`src/rtl/lennard_jones_pair_kernel_core_macros.svh`:
```
// ----------------------------------------------------------------------------
// Lennard-Jones pair kernel assertion macros
// Concurrent assertion shorthands; empty when SYNTHESIS is defined.
// ----------------------------------------------------------------------------
`ifndef LENNARD_JONES_PAIR_KERNEL_CORE_MACROS_SVH
`define LENNARD_JONES_PAIR_KERNEL_CORE_MACROS_SVH
`ifndef SYNTHESIS
// Check a condition at every clock edge outside reset.
`define LJK_ASSERT_ALWAYS(lbl, clk, rst_n, expr, msg) \
    lbl: assert property (@(posedge clk) disable iff (!rst_n) (expr)) else $error(msg);
// Check that a condition implies another in the same cycle.
`define LJK_ASSERT_IMPLY(lbl, clk, rst_n, ante, cons, msg) \
    lbl: assert property (@(posedge clk) disable iff (!rst_n) (ante) |-> (cons)) else $error(msg);
`else
`define LJK_ASSERT_ALWAYS(lbl, clk, rst_n, expr, msg)
`define LJK_ASSERT_IMPLY(lbl, clk, rst_n, ante, cons, msg)
`endif
`endif

```
`src/rtl/ljk_pkg.sv`:
```
// ----------------------------------------------------------------------------
// Lennard-Jones pair kernel package
// Shared item type, widths and status codes.
// ----------------------------------------------------------------------------
package ljk_pkg;

    localparam int LJK_DIST_W      = 32;
    localparam int LJK_QUOT_W      = 64;
    localparam int LJK_QUEUE_DEPTH = 2;

    typedef logic [1:0] t_status;
    localparam t_status ST_OK   = 2'd0;
    localparam t_status ST_SAT  = 2'd1;
    localparam t_status ST_ZERO = 2'd2;

    typedef struct packed {
        logic [31:0] distance;
        logic [31:0] sigma;
        logic [31:0] epsilon;
        logic        zero_dist;
        logic        eps_zero;
    } t_item;

endpackage

```
`src/rtl/ljk_queue.sv`:
```
// ----------------------------------------------------------------------------
// Lennard-Jones kernel item queue
// Short FIFO between front end and arithmetic back end.
// ----------------------------------------------------------------------------
module ljk_queue import ljk_pkg::*; #(
    parameter int DEPTH = LJK_QUEUE_DEPTH
) (
    input  logic  i_clk,
    input  logic  i_rst_n,
    input  logic  i_push,
    input  t_item i_item,
    output logic  o_full,
    input  logic  i_pop,
    output logic  o_empty,
    output t_item o_item
);

    localparam int AW = (DEPTH > 1) ? $clog2(DEPTH) : 1;
    localparam int CW = $clog2(DEPTH + 1);

    t_item         r_mem [DEPTH];
    logic [AW-1:0] r_wr;
    logic [AW-1:0] r_rd;
    logic [CW-1:0] r_cnt;
    logic          do_push;
    logic          do_pop;

    assign o_full  = (r_cnt == CW'(DEPTH));
    assign o_empty = (r_cnt == '0);
    assign do_push = i_push & ~o_full;
    assign do_pop  = i_pop & ~o_empty;
    assign o_item  = r_mem[r_rd];

    always_ff @(posedge i_clk) begin
        if (!i_rst_n) begin
            r_wr  <= '0;
            r_rd  <= '0;
            r_cnt <= '0;
        end else begin
            if (do_push) begin
                r_wr <= (r_wr == AW'(DEPTH - 1)) ? '0 : r_wr + AW'(1);
            end
            if (do_pop) begin
                r_rd <= (r_rd == AW'(DEPTH - 1)) ? '0 : r_rd + AW'(1);
            end
            if (do_push && !do_pop) begin
                r_cnt <= r_cnt + CW'(1);
            end else if (do_pop && !do_push) begin
                r_cnt <= r_cnt - CW'(1);
            end
        end
        if (do_push) begin
            r_mem[r_wr] <= i_item;
        end
    end

endmodule

```
`config.mk`:
```
export PLATFORM = sky130hd
export DESIGN_NAME = ljk_queue
export DESIGN_NICKNAME = d
export VERILOG_FILES = /design/src/rtl/lennard_jones_pair_kernel_core_macros.svh /design/src/rtl/ljk_pkg.sv /design/src/rtl/ljk_queue.sv
export SDC_FILE = /design/constraint.sdc
export NUM_CORES = 1
export LEC_CHECK = 0
export BUFFER_PORTS_ARGS = -buffer_cell sky130_fd_sc_hd__buf_2
export CORE_ASPECT_RATIO = 1.4
export CORE_UTILIZATION = 35
export DETAILED_ROUTE_END_ITERATION = 12
export PLACE_DENSITY_LB_ADDON = 0.12
export SYNTH_ARGS = -nofsm -noshare
export SYNTH_HDL_FRONTEND = slang
export SYNTH_SLANG_ARGS = --single-unit
```
`constraint.sdc`:
```
create_clock -name i_clk -period 6.4 [get_ports i_clk]
set_input_delay 0.96 -clock i_clk [delete_from_list [all_inputs] [get_ports i_clk]]
set_output_delay 0.96 -clock i_clk [all_outputs]
set_load 0.01 [all_outputs]
```
Yosys cells after proc, flatten, opt, wreduce, memory -nomap -nowiden:

Memories as Yosys holds them, arrays and structs flattened. A register that Yosys moved wholly into a read port is not among the register bits.
Index checks and enable logic that the tools add are counted.
Widths: inputs -> output; s select.

* add/sub/neg operators: 4
* eq/ne operators: 1
* muxes and demuxes: 8
* bitwise gates (word level): 4
* reductions and logical operators: 6

Operators by type and width (count)
* $mux 1: 6
* $mux 2: 2
* $add 1x1->1 const B: 2
* $add 2x1->2 const B: 1
* $and 1x1->1: 2
* $eq 2x2->1 const B: 1
* $logic_and 1x1->1: 2
* $logic_not 1->1: 2
* $logic_not 2->1: 1
* $not 1->1: 2
* $reduce_bool 2->1: 1
* $sub 2x1->2 const B: 1

* register bits after elaboration: 4
* bits in writable memories: 196
* bits of input ports: 102
* output and inout bits: 100
* logic and storage cells: 27
* memories kept: 1

Memories
* r_mem: depth 2, bits a word 98, rd ports 1, clocked after memory_dff 1, write ports 1, RTL line ljk_queue.sv:21 `t_item r_mem [DEPTH];`

Logic depth before layout (Yosys ltp):

* depth in word-level cells: 7
* gate-level depth with buffers: 7
* gate-level depth less buffers: 7

Worst setup path after synthesis:

OpenSTA, ideal clock, no wires.

* path type: in2reg
* start point: input port i_push
* end point: memory r_mem[0][0] (netlist name), enable pin
* setup time: 0.538 ns
* arrival time: 4.837 ns
* required time: 5.862 ns
* path slack: 1.025 ns
* stages on the path: 2
* path buffers: 0
* path through: inv_1 > nor3_2

* longest elaborated chain between the ends: 3

RTL lines
* from (decl): RTL line ljk_queue.sv:10 `input logic i_push,`
* $and 1x1->1: RTL line ljk_queue.sv:30 `assign do_push = i_push & ~o_full;`
* $mux 1: RTL line ljk_queue.sv:52 `if (do_push) begin`
* $mux 1 (implied by the code): RTL line ljk_queue.sv:53 `r_mem[r_wr] <= i_item;`
* to (decl): RTL line ljk_queue.sv:21

No other way between the ends.

==> run_results.csv <==
group,metric,value,unit
cts,cts_resized,0,
synth,synth_top_area_share,79.77,%
global_routing,grt_max_degree,62,
synth,synth.net_count,433,
pwr,vdd_drop_max,0.0002001,V
sta,hold_slack,543.4,ps
die,core-area,20560,µm²
pwr,intPower,2.756,mW
routing,vias_per_cell,4.540,
routing,drc_errors,0,
pwr,leakage,3.490,nW
sta,finalHoldViolCount,0,
routing,drt_pre_antenna_iters,4,
die,io_pins,202,
die,dieArea,21670,µm²
synth,synthXorXnorAreaFrac,0.3561,%
cts,clk_latency,490,ps
routing,wire_per_inst,17.66,µm
global_routing,gr-usage-all-layers,13.17,%
final_layout,synthToLayoutAreaGrowth,26.32,%
final_layout,num-nets-final,649,
placed_design,hpwl,9.193,mm
critical_path,crit_chain,"buf_4 -> mux2_2 -> buf_2",
final_layout,diodes,0,
cts,root_buffer,"clkbuf_16",
critical_path,cpMaxStageDelayCell,"dfxtp_4",
cts,postCtsHoldBufs,0,
synth,synth_seq_cells,201,
sta,setup_tns,0,ps
cts,clk_path_buf_depth,3,
synth,synth_area_leaders,"edfxtp_1 (80%), mux2_2 (12%), mux2_4 (4.1%)",
synth,yosys_warnings,0,
routing,drt-initial-drc-count,161,
sta,min_period,3559,ps
cts,cts_tree,"done",
critical_path,cp_max_fo,61,
die,rows,62,
critical_path,crit_type,"flop to primary output",
synth,yosysTopAreaCell,"edfxtp_1",
job,maxCapViolations,0,
pwr,combPwrFrac,22.5,%
die,fp.dieW,124.7,µm
global_routing,grt-ovfl-total,0,
synth,synth-compound-area-share,0.4409,%
placed_design,io_buffers,201,
critical_path,critical-path-top-delay-family,"flip-flops",
die,die_h,173.8,µm
sta,tightest_slew,935.7,ps
synth,synth_top_family_by_area,"multiplexers",
pwr,p_clk_share,30.6,%
synth,netlist_area,7378,µm²
pwr,swShare,26.51,%
critical_path,arrival,2600,ps
global_routing,antenna_found_initial,0,
sta,rsz0062_at_grt,"false",
cts,post-cts-setup-buffer-count,0,
global_routing,grt_pass1_vias,4070,
synth,ys_types,22,
sta,setup_viol,0,
critical_path,max_stage_delay,930,ps
pwr,seqPwrFrac,46.9,%
status,status,"completed",
routing,final_antenna_net_count,0,
synth,synth_cells,330,
critical_path,start_kind,"flop",
sta,period_share,55.61,%
final_layout,final_layout_size_suffix_gt1_share,60.18,%
sta,slew-limit-headroom,37.62,%
cts,numCtsBuffers,20,
cts,clk_pin_slew,60,ps
die,start_util,35.89,%
sta,fmax,0.2810,GHz
cts,clkSinkCount,201,
global_routing,grt_first_pass_wirelength,22.03,mm
pwr,power_density,402.4,nW/µm²
routing,dr_total_vias,3705,
critical_path,required,5440,ps
placed_design,routabilityCongestion,0.6920,
sta,slew_viol_final,0,
routing,routed_wl,14.41,mm
critical_path,crit_buf_inv,2,
synth,synth_fa_ha_area_share,0.1696,%
sta,setup_slack,2841,ps
synth,ys_seq_area_share,81.13,%
critical_path,worst_setup_path_end_kind,"primary output",
placed_design,pre_cts_slack,3256,ps
pwr,p_switching,0.9942,mW
synth,synth_area_per_cell,22.36,µm²
synth,muxShareOfSynthArea,15.97,%
synth,yosys.area_share.simple,0.7461,%
sta,skew,11.58,ps
cts,htree_levels,1,
worst_hold_path,min_path_type,"flop to flop",
registers in the layout (all words and copies together) (netlist names), named ones only:
register and count:
r_mem 196, r_cnt 2, r_rd 1, r_wr 1
worst reg2reg max path, stage by stage (launching register included):
cell	delay, ps
dfxtp_1	420
nand2b_1	190
and3_4	660
buf_4	740
power groups by stage:
stage	Clock [mW]	Combinational, mW	Sequential [mW]
final	1.15	0.844	1.76
after global routing	1.24	0.909	1.78
after CTS	1.19	0.866	1.77
after detailed placement	0	0.863	1.79
after global placement	0	0.856	1.78
after floorplan	0	0.601	1.73
layout make-up:
type / instances / area (µm²)
fill: 1809 / 11240
sequential: 201 / 5989
multi-input combinational: 116 / 1316
timing repair buffer: 205 / 1036
clock buffer: 28 / 581.8
tap: 256 / 320.3
clock inverter: 8 / 68.82
inverter: 2 / 7.507
through the flow:
stage	std cells	area (µm²)	utilization (%)	power [mW]
finish	816	9320	45.34	3.750
global route	816	9320	45.34	3.928
CTS	816	9320	45.34	3.819
detailed placement	780	8670	42.17	2.655
global placement	780	8670	42.17	2.640
floorplan	330	7378	-	2.332
cells in the final DEF, fill, tap and decap left out:
| master | synthesis | final |
|---|---|---|
| a21boi_0 | 1 | 1 |
| a21boi_1 | 1 | 1 |
| and2_1 | 3 | 3 |
| and3_4 | 0 | 1 |
| buf_2 | 7 | 201 |
| buf_4 | 0 | 4 |
| bufinv_16 | 0 | 1 |
| clkbuf_1 | 0 | 4 |
| clkbuf_16 | 0 | 21 |
| clkbuf_8 | 0 | 3 |
| clkinv_1 | 0 | 2 |
| clkinv_2 | 0 | 3 |
| clkinv_4 | 0 | 1 |
| clkinvlp_4 | 0 | 1 |
| dfxtp_1 | 5 | 4 |
| dfxtp_4 | 0 | 1 |
| edfxtp_1 | 196 | 196 |
| ha_1 | 1 | 1 |
| inv_1 | 1 | 1 |
| inv_2 | 1 | 1 |
| mux2_2 | 78 | 78 |
| mux2_4 | 20 | 20 |
| nand2b_1 | 1 | 1 |
| nor2_1 | 2 | 2 |
| nor3_4 | 0 | 1 |
| o21a_1 | 1 | 1 |
| o21ai_0 | 1 | 1 |
| o21ai_1 | 1 | 1 |
| or3_1 | 1 | 1 |
| xnor2_1 | 2 | 2 |
| xor2_1 | 1 | 1 |
Yosys cell counts:
cell / number
edfxtp_1: 196
mux2_2: 78
mux2_4: 20
buf_2: 7
dfxtp_1: 5
buf_6: 4
and2_1: 3
nor2_1: 2
xnor2_1: 2
a21boi_0: 1
a21boi_1: 1
and3_1: 1
ha_1: 1
inv_1: 1
inv_2: 1
nand2b_1: 1
nor3_2: 1
o21a_1: 1
o21ai_0: 1
o21ai_1: 1
or3_1: 1
xor2_1: 1
final timing paths:
check	from	to	slack, ps	depth (start not counted)
min	r_cnt[1]	r_cnt[1]	540	2
max reg2reg	r_cnt[0]	r_mem[1][23]	3960	3
min reg2reg	r_cnt[1]	r_cnt[1]	540	2
max	flop	o_item[84]	2840	3
kinds of logic (layout without fill, tap and decap cells):
family                     after synthesis  after routing
AOI/OAI and AO/OA                        5              5
xor gates and xnor gates                 3              3
adders and majority gates                1              1
buffers and inverters                   13            243
DFF                                    201            201
muxes                                   98             98
and+or+nand+nor                          9              9
layer usage:
| layer | GRT usage, % | up-vias | wire, µm |
|---|---|---|---|
| li1 | - | 1746 | - |
| met1 | 14.33 | 1825 | 5385 |
| met2 | 24.47 | 114 | 7842 |
| met3 | 3.364 | 20 | 889 |
| met4 | 4.568 | 0 | 293 |
| met5 | 0 | - | 0 |
No activity file was read; power rests on OpenSTA's default activity.
