<file path="config.mk">
export PLATFORM = sky130hd
export DESIGN_NAME = ljk_front
export DESIGN_NICKNAME = d
export VERILOG_FILES = /design/src/rtl/lennard_jones_pair_kernel_core_macros.svh /design/src/rtl/ljk_pkg.sv /design/src/rtl/ljk_front.sv
export SDC_FILE = /design/constraint.sdc
export NUM_CORES = 1
export LEC_CHECK = 0
export ABC_AREA = 1
export BUFFER_PORTS_ARGS = -buffer_cell sky130_fd_sc_hd__buf_2
export CAP_MARGIN = 20
export CORE_UTILIZATION = 42
export DETAILED_ROUTE_END_ITERATION = 8
export GPL_TIMING_DRIVEN = 0
export HOLD_SLACK_MARGIN = 0.06
export PLACE_DENSITY = 0.79
export RECOVER_POWER = 25
export SYNTH_ARGS = -nofsm -noshare
export SYNTH_HDL_FRONTEND = slang
export SYNTH_SLANG_ARGS = --single-unit
</file>
<file path="constraint.sdc">
create_clock -name i_clk -period 8.2 [get_ports i_clk]
set_clock_uncertainty 0.05 [all_clocks]
set_input_delay 0.41 -clock i_clk [delete_from_list [all_inputs] [get_ports i_clk]]
set_output_delay 0.41 -clock i_clk [all_outputs]
set_load 0.03 [all_outputs]
</file>
<file path="src/rtl/lennard_jones_pair_kernel_core_macros.svh">
// ----------------------------------------------------------------------------
// Lennard-Jones pair kernel assertion macros
// Concurrent assertion shorthands; empty when SYNTHESIS is defined.
// ----------------------------------------------------------------------------
`ifndef LENNARD_JONES_PAIR_KERNEL_CORE_MACROS_SVH
`define LENNARD_JONES_PAIR_KERNEL_CORE_MACROS_SVH
`ifndef SYNTHESIS
// Check a condition at every clock edge outside reset.
`define LJK_ASSERT_ALWAYS(lbl, clk, rst_n, expr, msg) \
    lbl: assert property (@(posedge clk) disable iff (!rst_n) (expr)) else $error(msg);
// Check that a condition implies another in the same cycle.
`define LJK_ASSERT_IMPLY(lbl, clk, rst_n, ante, cons, msg) \
    lbl: assert property (@(posedge clk) disable iff (!rst_n) (ante) |-> (cons)) else $error(msg);
`else
`define LJK_ASSERT_ALWAYS(lbl, clk, rst_n, expr, msg)
`define LJK_ASSERT_IMPLY(lbl, clk, rst_n, ante, cons, msg)
`endif
`endif

</file>
<file path="src/rtl/ljk_pkg.sv">
// ----------------------------------------------------------------------------
// Lennard-Jones pair kernel package
// Shared item type, widths and status codes.
// ----------------------------------------------------------------------------
package ljk_pkg;

    localparam int LJK_DIST_W      = 32;
    localparam int LJK_QUOT_W      = 64;
    localparam int LJK_QUEUE_DEPTH = 2;

    typedef logic [1:0] t_status;
    localparam t_status ST_OK   = 2'd0;
    localparam t_status ST_SAT  = 2'd1;
    localparam t_status ST_ZERO = 2'd2;

    typedef struct packed {
        logic [31:0] distance;
        logic [31:0] sigma;
        logic [31:0] epsilon;
        logic        zero_dist;
        logic        eps_zero;
    } t_item;

endpackage

</file>
<file path="src/rtl/ljk_front.sv">
// ----------------------------------------------------------------------------
// Lennard-Jones kernel front end
// Accept items, flag zero distance and zero well depth, hand them to the queue.
// ----------------------------------------------------------------------------
module ljk_front import ljk_pkg::*; (
    input  logic        i_clk,
    input  logic        i_rst_n,
    input  logic        i_start,
    input  logic [31:0] i_distance,
    input  logic [31:0] i_sigma,
    input  logic [31:0] i_epsilon,
    input  logic        i_full,
    output logic        o_busy,
    output logic        o_push,
    output t_item       o_item
);

    logic  r_vld;
    t_item r_item;
    logic  accept;
    logic  pushing;

    assign o_busy  = r_vld & i_full;
    assign accept  = i_start & ~o_busy;
    assign pushing = r_vld & ~i_full;

    always_ff @(posedge i_clk) begin
        if (!i_rst_n) begin
            r_vld <= 1'b0;
        end else if (accept) begin
            r_vld <= 1'b1;
        end else if (pushing) begin
            r_vld <= 1'b0;
        end
        if (accept) begin
            r_item.distance  <= i_distance;
            r_item.sigma     <= i_sigma;
            r_item.epsilon   <= i_epsilon;
            r_item.zero_dist <= (i_distance == 32'd0);
            r_item.eps_zero  <= (i_epsilon == 32'd0);
        end
    end

    assign o_push = r_vld;
    assign o_item = r_item;

endmodule

</file>
### Word-level counts from Yosys, hierarchy flattened

Index checks and enable logic that the tools add are counted.
W data, S select, Z words.

* latch bits: 0
* memories kept: 0
* word-level logic and storage cells: 16
* input bits: 100
* flip-flop bits (word level): 99
* RAM bits: 0
* memory bits (read-only): 0

* bitwise logic cells: 5
* order comparisons: 0
* muxes and demuxes: 2
* multipliers: 0
* $add $sub $neg: 0
* shift operators: 0
* div/mod/pow operators: 0
* eq/ne operators: 0
* reductions and logical operators: 3

Operators by type and width (number)
* $logic_not A32 Y1: 2
* $and A1 B1 Y1: 3
* $mux W1: 2
* $not A1 Y1: 2
* $reduce_bool A2 Y1: 1

### Logic depth before layout (Yosys ltp)

Gate-level depths: netlist of the first run.

* depth after elaboration: 4
* depth in mapped cells: 5

### Worst setup path after synthesis of the first run

OpenSTA, ideal clock, no wires.

* path kind: register to register
* start point: register r_vld, in the netlist o_push
* end point: register r_item (netlist bit o_item[0]), enable pin
* setup slack: 2.827 ns
* required time: 7.594 ns
* arrival time: 4.767 ns
* path buffers: 0
* library setup time: 0.556 ns
* cell stages (with the launch flop): 4
* period minus slack after synthesis: 5.373 ns
* cells stage by stage: dfxtp_1 nand2_1 inv_1 nor2_1

* longest elaborated chain between the ends: 3

Ends and longest elaborated chain
* start, declared: line ljk_front.sv:18 `logic r_vld;`
* start signal, assigned: line ljk_front.sv:29 `r_vld <= 1'b0;`
* start signal, assigned: line ljk_front.sv:31 `r_vld <= 1'b1;`
* start signal, assigned: line ljk_front.sv:33 `r_vld <= 1'b0;`
* $and A1 B1 Y1: line ljk_front.sv:23 `assign o_busy = r_vld & i_full;`
* net o_busy: line ljk_front.sv:13 `output logic o_busy,`
* $not A1 Y1: line ljk_front.sv:24 `assign accept = i_start & ~o_busy;`
* $and A1 B1 Y1: line ljk_front.sv:24
* net accept: line ljk_front.sv:20 `logic accept;`
* end, declared: line ljk_front.sv:19 `t_item r_item;`

The timed path passes the listed nets, and every way through them passes these cells.
A chain may end at the register's enable or synchronous reset.

### Worst setup path in the final report of the first run

* start point: register r_vld, in the netlist o_push
* end point: register r_item (netlist bit o_item[34]), enable pin

* longest elaborated chain between the ends: 3

Ends and longest elaborated chain (line)
* $and A1 B1 Y1: ljk_front.sv:23
* $not A1 Y1: ljk_front.sv:24
* $and A1 B1 Y1: ljk_front.sv:24
* net accept: ljk_front.sv:20

The timed path passes the listed nets, and every way through them passes these cells.

==> results_dict.tcl, run 1 <==
set metrics [dict create \
    dr.pass1.iters 4 \
    clockBufferDepth 2 \
    grt_antenna_before_repair 0 \
    start_kind "flip-flop" \
    tightest_slew_ps 1020 \
    drv_slew 0 \
    grt_pass1_vias 1952 \
    slew_headroom_pct 31.9 \
    max_stage_delay_ps 770 \
    synth-seq-area-share_pct 92.1 \
    die_y_microns 89.5 \
    io_buffers 199 \
    avgSynthCellArea_sq_um 19.4 \
    syn_inst 166 \
    grt_first_pass_wirelength_microns 9160 \
    postCtsHoldBufs 0 \
    ys_types 6 \
    final-hold-violation-count 0 \
    grt_remaining_overflow 0 \
    seqCellArea_sq_um 2960 \
    final_common_cell "buf_2" \
    insertion_delay_ps 340 \
    coreArea_sq_um 7330 \
    synth_seq_cells 99 \
    synth_nets 266 \
    multi_input_comb_area_sq_um 255 \
    routed_via_density 4.43 \
    grtUsageTotal_pct 16.0 \
    grt_max_degree 38 \
    cp.required_ps 8180 \
    end_kind "flip-flop" \
    antenna_cells 0 \
    cts_setup_buffers 0 \
    min_from "i_sigma[1]" \
    clock.fmax_ghz 0.520 \
    crit_chain "nand2_1 > inv_1 > nor2_4 > buf_12" \
    cts_tree "done" \
    rr_startpoint "o_push$_SDFFE_PN0P_" \
    drive_gt1_share_pct 51.4 \
    cts_made_buffers 9 \
    total_leakage_power_nw 1.91 \
    syn2layout_area_growth_pct 42.4 \
    routed_wl_microns 6540 \
    cap_violations 0 \
    critPathKind "reg2reg" \
    hp-class "in2reg" \
    min_period_ps 1920 \
    rsz0062_at_grt "false" \
    die_w_microns 89.5 \
    cp_slowest_cell "nor2_4" \
    start_util_pct 43.9 \
    layout.nets 478 \
    setup-tns-final_ps 0 \
    critPathLaunch "o_push$_SDFFE_PN0P_" \
    cts.clk_slew.worst_paths_ps 110 \
    ant_nets 0 \
    clock_sinks 99 \
    hpwlAfterDp_microns 5060 \
    syn_area_sq_um 3220 \
    wl_per_cell_microns 13.6 \
    ys_warn_count 0 \
    period_share_pct 23.4 \
    cts_resized 0 \
    io_pins 200 \
    cp_max_fo 37 \
    power_density_nw_per_um2 233 \
    stdcell_count 482 \
    htreeDepth 3 \
    place.gp.congestion 0.803 \
    drt-initial-drc-count 54 \
    dp_cells 466 \
    fillers 583 \
    outcome "completed" \
    num_vias 2133 \
    num_rows 31 \
    drc 0 \
    fp.dieArea_sq_um 8020 \
    final_cell_mix "buf_2, edfxtp_1, nor2_1, nand2_1, clkbuf_1" \
    cp_data_arrival_time_ps 1910 \
    setup_viol 0 \
    ir_worst_vdd_mv 0.126 \
    root_buffer "clkbuf_8" \
]
## routing by layer
layer / part of all wire (%) / vias to the layer above / global-route usage (%)
met1: 37 / 963 / 17.9
met4: 2.6 / 0 / 8.66
met5: 0 / - / 0
met2: 50 / 126 / 26.9
met3: 10 / 16 / 5.63
li1: - / 1028 / -
## synthesized netlist by cell type
| cell type | number | area share [%] |
|---|---|---|
| dfxtp_1 | 1 | 0.62 |
| edfxtp_1 | 98 | 91 |
| nand2_1 | 21 | 2.4 |
| nor2_1 | 43 | 5.0 |
| inv_1 | 2 | 0.23 |
| a21boi_0 | 1 | 0.23 |
## path summary, 6_finish.rpt
path              slack (ps)                    to  depth (start not counted)
hold / removal           170  o_item[35]$_DFFE_PP_                          1
setup / recovery        6280  o_item[34]$_DFFE_PP_                          4
setup reg to reg        6280  o_item[34]$_DFFE_PP_                          4
hold reg to reg          460   o_push$_SDFFE_PN0P_                          2
## kinds of logic after synthesis
group	synth area share, %
buffers and inverters	0.233
flip-flops	92.1
AND/OR/NAND/NOR	7.46
AO/OA/AOI/OAI	0.233
## worst max-delay path: cells and delay by family, from the launching register on
kind / cells / cell delay [ps]
and+or+nand+nor: 2 / 840
buffers and inverters: 2 / 380
DFF: 1 / 320
## per-stage QoR
step	setup WS, ps	cell area [sq um]	total power, W	utilization, %	hold WS, ps
after detailed placement	6080	4390	0.000744	59.8	449
after global placement	1530	4340	0.000742	59.2	422
final	6280	4580	0.00107	62.5	174
after floorplan	2830	3220	0.000687	-	459
after CTS	6270	4610	0.00108	62.8	159
after global routing	6140	4580	0.00111	62.5	151
## report_power, final
part / switching (W) / leakage [nW] / internal [W]
clock: 0.000165 / 0.108 / 0.000175
sequential: 0.00000618 / 0.957 / 0.000590
combinational: 0.0000934 / 0.849 / 0.0000390
## state kept, by name, summed over array words and instances, names as in the netlist
name and cells:
o_item 98, o_push 1
## final cells by class
type,instances,area share [%]
Multi-Input combinational cell,65,5.57
Inverter,2,0.164
Clock buffer,10,2.79
Timing Repair Buffer,201,22.1
Sequential cell,99,64.7
Clock inverter,6,2.05
Tap cell,99,2.70
Power figures use the tool's default switching activity.
==> inputs of run 2 (changes only) <==
- CORE_UTILIZATION: 42 -> 38
- PLACE_DENSITY: 0.79 -> 0.75
- clock period: 8.2 -> 1.7 ns (I/O delays scaled with it)
==> run 2 against run 1 <==
Critical path depth up 1; combinational power rose to 6.5 times the previous value; flip-flop and latch count unchanged; register-to-register slack worse by 5900 ps; clock-buffer cell count unchanged; sequential share of layout area down 12 points; cell area up 23%; highest routed layer unchanged.
==> results_dict.tcl, run 2 (synthesis gave the netlist of run 1 again) <==
set metrics [dict create \
    met1Wirelength_microns 3300 \
    outcome "completed" \
    clock.fmax_ghz 0.729 \
    cts.clk_slew.worst_paths_ps 90 \
    largest_reg_flops 98 \
    root_buffer "clkbuf_8" \
    die_w_microns 94.0 \
    routed_via_density 4.36 \
    setup-tns-final_ps 0 \
    multi_input_comb_area_sq_um 263 \
    rsz0062_at_grt "false" \
    place.gp.congestion 0.686 \
    switching_share_pct 24.9 \
    rr_startpoint "o_push$_SDFFE_PN0P_" \
    design_area_sq_um 5640 \
    num_rows 33 \
    cts_tree "done" \
    routed.top_layer "met4" \
    dr.pass1.iters 4 \
    drive_gt1_share_pct 40.1 \
    num_vias 2575 \
    power.switching_w 0.00134 \
    grt_antenna_before_repair 0 \
    start_util_pct 39.2 \
    cts_made_buffers 9 \
    start_kind "flip-flop" \
    drv_slew 0 \
    hp-class "in2reg" \
    grt_remaining_overflow 0 \
    final_cell_mix "buf_2, dlygate4sd3_1, edfxtp_1, nor2_1, clkbuf_1" \
    htreeDepth 3 \
    layout.nets 581 \
    total_leakage_power_nw 2.34 \
    setup_slack_ps 327 \
    p_comb_share_pct 15.9 \
    ant_nets 0 \
    drc 0 \
    power_density_nw_per_um2 956 \
    die_y_microns 94.0 \
    final-hold-violation-count 0 \
    drt-initial-drc-count 112 \
    seqCellArea_sq_um 2970 \
    grt_pass1_vias 2660 \
    grtUsageTotal_pct 19.4 \
    clockBufferDepth 2 \
    timing.rr.end "o_item[53]$_DFFE_PP_" \
    min_period_ps 1370 \
    p_clk_share_pct 30.6 \
    wl_per_cell_microns 14.8 \
    grt_max_degree 39 \
    seq_power_share_pct 53.5 \
    power.internal_w 0.00405 \
    end_kind "flip-flop" \
    endpoint "o_item[53]$_DFFE_PP_" \
    cts_resized 0 \
    period_share_pct 80.7 \
    ir_worst_vdd_mv 0.548 \
    r2r_cells 5 \
    cp.required_ps 1700 \
    fp.dieArea_sq_um 8840 \
    met2_length_microns 4750 \
    dr_wl_met3_microns 539 \
    cp_max_fo 27 \
    placed_area_sq_um 4440 \
    routed_wl_microns 8720 \
    critPathLaunch "o_push$_SDFFE_PN0P_" \
    grt_first_pass_wirelength_microns 12600 \
    final_common_cell "buf_2" \
    cap_violations 0 \
    critPathKind "reg2reg" \
    io_buffers 199 \
    r2r_slack_ps 330 \
    coreArea_sq_um 8220 \
    insertion_delay_ps 340 \
    fillers 589 \
    holdWs_ps 300 \
    clock_sinks 99 \
    pre_cts_ws_ps 35.1 \
    tightest_slew_ps 206 \
    hpwlAfterDp_microns 5490 \
    slew_headroom_pct 86.1 \
    antenna_cells 0 \
    cp_data_arrival_time_ps 1370 \
    setup_viol 0 \
    syn2layout_area_growth_pct 75.3 \
    io_pins 200 \
]
[run 2: stage by stage]
step / total power (W) / util [%] / std cells
global route: 0.00559 / 68.7 / 591
floorplan: 0.00330 / - / 166
CTS: 0.00544 / 68.8 / 587
finish: 0.00539 / 68.7 / 591
detailed placement: 0.00361 / 54.1 / 473
global placement: 0.00357 / 53.2 / 470
[run 2: how the worst min path moves through the flow]
| stage | start | endpoint | cells after the start |
|---|---|---|---|
| finish | i_start | o_item[9]$_DFFE_PP_ | 4 |
| global placement | i_sigma[5] | o_item[39]$_DFFE_PP_ | 1 |
| global route | i_full | o_item[18]$_DFFE_PP_ | 5 |
| floorplan | i_epsilon[8] | o_item[10]$_DFFE_PP_ | 0 |
| CTS | i_start | o_item[84]$_DFFE_PP_ | 3 |
| detailed placement | i_sigma[5] | o_item[39]$_DFFE_PP_ | 1 |
[run 2: layout make-up]
cell class              instances  share of cell area, %
clock inverters                 6                   1.71
well taps                     105                   2.33
repair buffers                304                   36.2
clock buffers                  10                   2.26
multi-input cells              65                   4.66
flip-flops and latches         99                   52.6
inverters                       2                  0.222
[run 2: repair_timing]
action	4_1_cts	5_1_grt
hold buffers	98	0
endpoints found under the hold margin	97	0
endpoints found under the setup margin	0	27
buffers inserted	0	4
[run 2: routing by layer]
layer	vias up	global-route usage, %
met5	-	0
met3	13	5.10
met2	119	35.9
li1	1232	-
met4	0	6.79
met1	1211	21.3
[run 2: power groups by stage]
stage	logic, W	clock network [W]	registers, W
floorplan	0.0000723	0	0.00323
global placement	0.000628	0	0.00294
detailed placement	0.000672	0	0.00294
CTS	0.000848	0.00171	0.00288
global route	0.000907	0.00179	0.00290
finish	0.000857	0.00165	0.00288
[run 2: worst max-delay path, stage by stage, from the launching register on]
cell and delay, ps:
dfxtp_4 360, nand2_4 80, inv_6 40, nor2_4 130, buf_16 200, buf_16 200
==> inputs of run 3 (changes only) <==
- clock period: 1.7 -> 1.2 ns (I/O delays scaled with it)
==> run 3 against run 2 <==
The flow now finishes with violations (negative hold slack, negative setup slack); power increased by 45%; cell area increased by 4.4%; sequential power increased by 42%; clock-buffer cell count unchanged; worst hold slack got worse by 310 ps; flip-flop and latch count unchanged; critical path depth increased by 1; fmax decreased by 2.2%; clock power increased by 42%; final cell count increased by 1.9%; first-iteration DRC count decreased by 46%; core utilization increased by 3.0 points.
==> results_dict.tcl, run 3 (synthesis gave the netlist of run 1 again) <==
set metrics [dict create \
    coreArea_sq_um 8220 \
    grt_first_pass_wirelength_microns 13500 \
    power_density_nw_per_um2 1320 \
    final_cell_mix "buf_2, dlygate4sd3_1, edfxtp_1, nor2_1, nand2_1" \
    rsz0062_at_grt "true" \
    cp.required_ps 1220 \
    min_period_ps 1400 \
    start_kind "flip-flop" \
    seqCellArea_sq_um 2970 \
    start_util_pct 39.2 \
    final_common_cell "buf_2" \
    root_buffer "clkbuf_8" \
    drc 0 \
    drv_slew 0 \
    grt_max_degree 20 \
    r2r_cells 6 \
    setup_slack_ps -203 \
    ir_worst_vdd_mv 0.780 \
    clock_sinks 99 \
    layout.nets 592 \
    place.gp.congestion 0.686 \
    final_util_pct 71.7 \
    fillers 549 \
    cts_made_buffers 9 \
    holdWs_ps -7.29 \
    insertion_delay_ps 330 \
    clockBufferDepth 2 \
    io_pins 200 \
    cts.clk_slew.worst_paths_ps 90 \
    grt_pass1_vias 2724 \
    largest_reg_flops 98 \
    whs_endpoint "o_push$_SDFFE_PN0P_" \
    cp_data_arrival_time_ps 1420 \
    routed_via_density 4.42 \
    end_kind "flip-flop" \
    min_from "i_full" \
    r2r_slack_ps -200 \
    outcome "complete, but fails checks" \
    drt-initial-drc-count 61 \
    routed_wl_microns 9530 \
    dr.pass1.iters 4 \
    die_w_microns 94.0 \
    timing.rr.end "o_item[57]$_DFFE_PP_" \
    io_buffers 199 \
    wl_per_cell_microns 15.8 \
    cts_tree "done" \
    grt_remaining_overflow 0 \
    hp-class "in2reg" \
    fp.dieArea_sq_um 8840 \
    rr_startpoint "o_push$_SDFFE_PN0P_" \
    drive_gt1_share_pct 44.5 \
    cap_violations 0 \
    hold_depth 3 \
    total_leakage_power_nw 2.49 \
    cp_max_fo 7 \
    ant_nets 0 \
    die_y_microns 94.0 \
    tightest_slew_ps 178 \
    grt_antenna_before_repair 0 \
    htreeDepth 3 \
    num_rows 33 \
    grtUsageTotal_pct 21.3 \
    violations "negative hold slack, negative setup slack" \
    stdcell_count 602 \
    critPathKind "reg2reg" \
    hpwlAfterDp_microns 5490 \
    num_vias 2661 \
    pre_cts_ws_ps -465 \
    clock.fmax_ghz 0.713 \
    antenna_cells 0 \
    setup_viol 90 \
    postCtsHoldBufs 98 \
    syn2layout_area_growth_pct 83.0 \
    slew_headroom_pct 88.2 \
    multi_input_comb_area_sq_um 263 \
    dp_cells 473 \
    period_share_pct 117 \
    final-hold-violation-count 1 \
]
## run 3: changes by cell type in the layout (fill, tap and decap cells not counted), sizes merged
cell,change
buf,+23
clkbuf,-12
## run 3: layer usage
metal / routed length (microns) / share of wire [%] / global-route usage (%)
met1: 3610 / 38 / 24.0
met2: 5140 / 54 / 40.0
met3: 658 / 6.9 / 3.80
met4: 125 / 1.3 / 7.69
met5: 0 / 0 / 0
## run 3: what timing repair did
| action | 4_1_cts | 5_1_grt |
|---|---|---|
| gates resized for setup | 7 | 1 |
| endpoints found under the setup margin | 98 | 98 |
| pin swaps | 1 | 1 |
| cloned | 5 | 1 |
| hold endpoints to repair | 97 | 1 |
| setup buffers | 8 | 1 |
## run 3: worst max path at each step
stage                              startpoint                    to  slack [ps]  cells past startpoint
after floorplan           o_push$_SDFFE_PN0P_   o_item[0]$_DFFE_PP_       -1230                      3
after global placement    o_push$_SDFFE_PN0P_  o_item[52]$_DFFE_PP_       -1610                      3
after detailed placement  o_push$_SDFFE_PN0P_  o_item[49]$_DFFE_PP_        -460                      5
after CTS                 o_push$_SDFFE_PN0P_   o_item[0]$_DFFE_PP_        -170                      6
after global routing      o_push$_SDFFE_PN0P_  o_item[27]$_DFFE_PP_        -240                      6
final                     o_push$_SDFFE_PN0P_  o_item[57]$_DFFE_PP_        -200                      6
## run 3: final cells by class
cell class	instances	area share (%)
Sequential cell	99	50.4
Timing Repair Buffer	315	38.9
Multi-Input combinational cell	65	4.46
Tap cell	105	2.23
Clock buffer	10	2.17
Clock inverter	6	1.64
Inverter	2	0.212
## run 3: power breakdown
| group | switching (W) | internal [W] | leakage [nW] |
|---|---|---|---|
| clock | 0.00115 | 0.00120 | 0.109 |
| combinational | 0.000754 | 0.000598 | 1.42 |
| sequential | 0.0000541 | 0.00403 | 0.957 |
| total | 0.00196 | 0.00583 | 2.49 |
## run 3: stage by stage
step	total power, W	hold WS [ps]	area (sq um)	setup TNS, ps
6_report	0.00779	-7.29	5890	-12630
5_1_grt	0.00807	-18.2	5890	-16170
4_1_cts	0.00783	-34.3	5880	-10910
3_5_place_dp	0.00511	188	4440	-30570
3_3_place_gp	0.00505	186	4370	-157830
2_1_floorplan	0.00468	109	3240	-120480
## run 3: worst max-delay path, stage by stage (launching register included)
cell and delay [ps]:
dfxtp_4 360, nand2_4 80, inv_6 40, nor2_4 160
clkbuf_16 170, buf_12 120, clkbuf_16 140
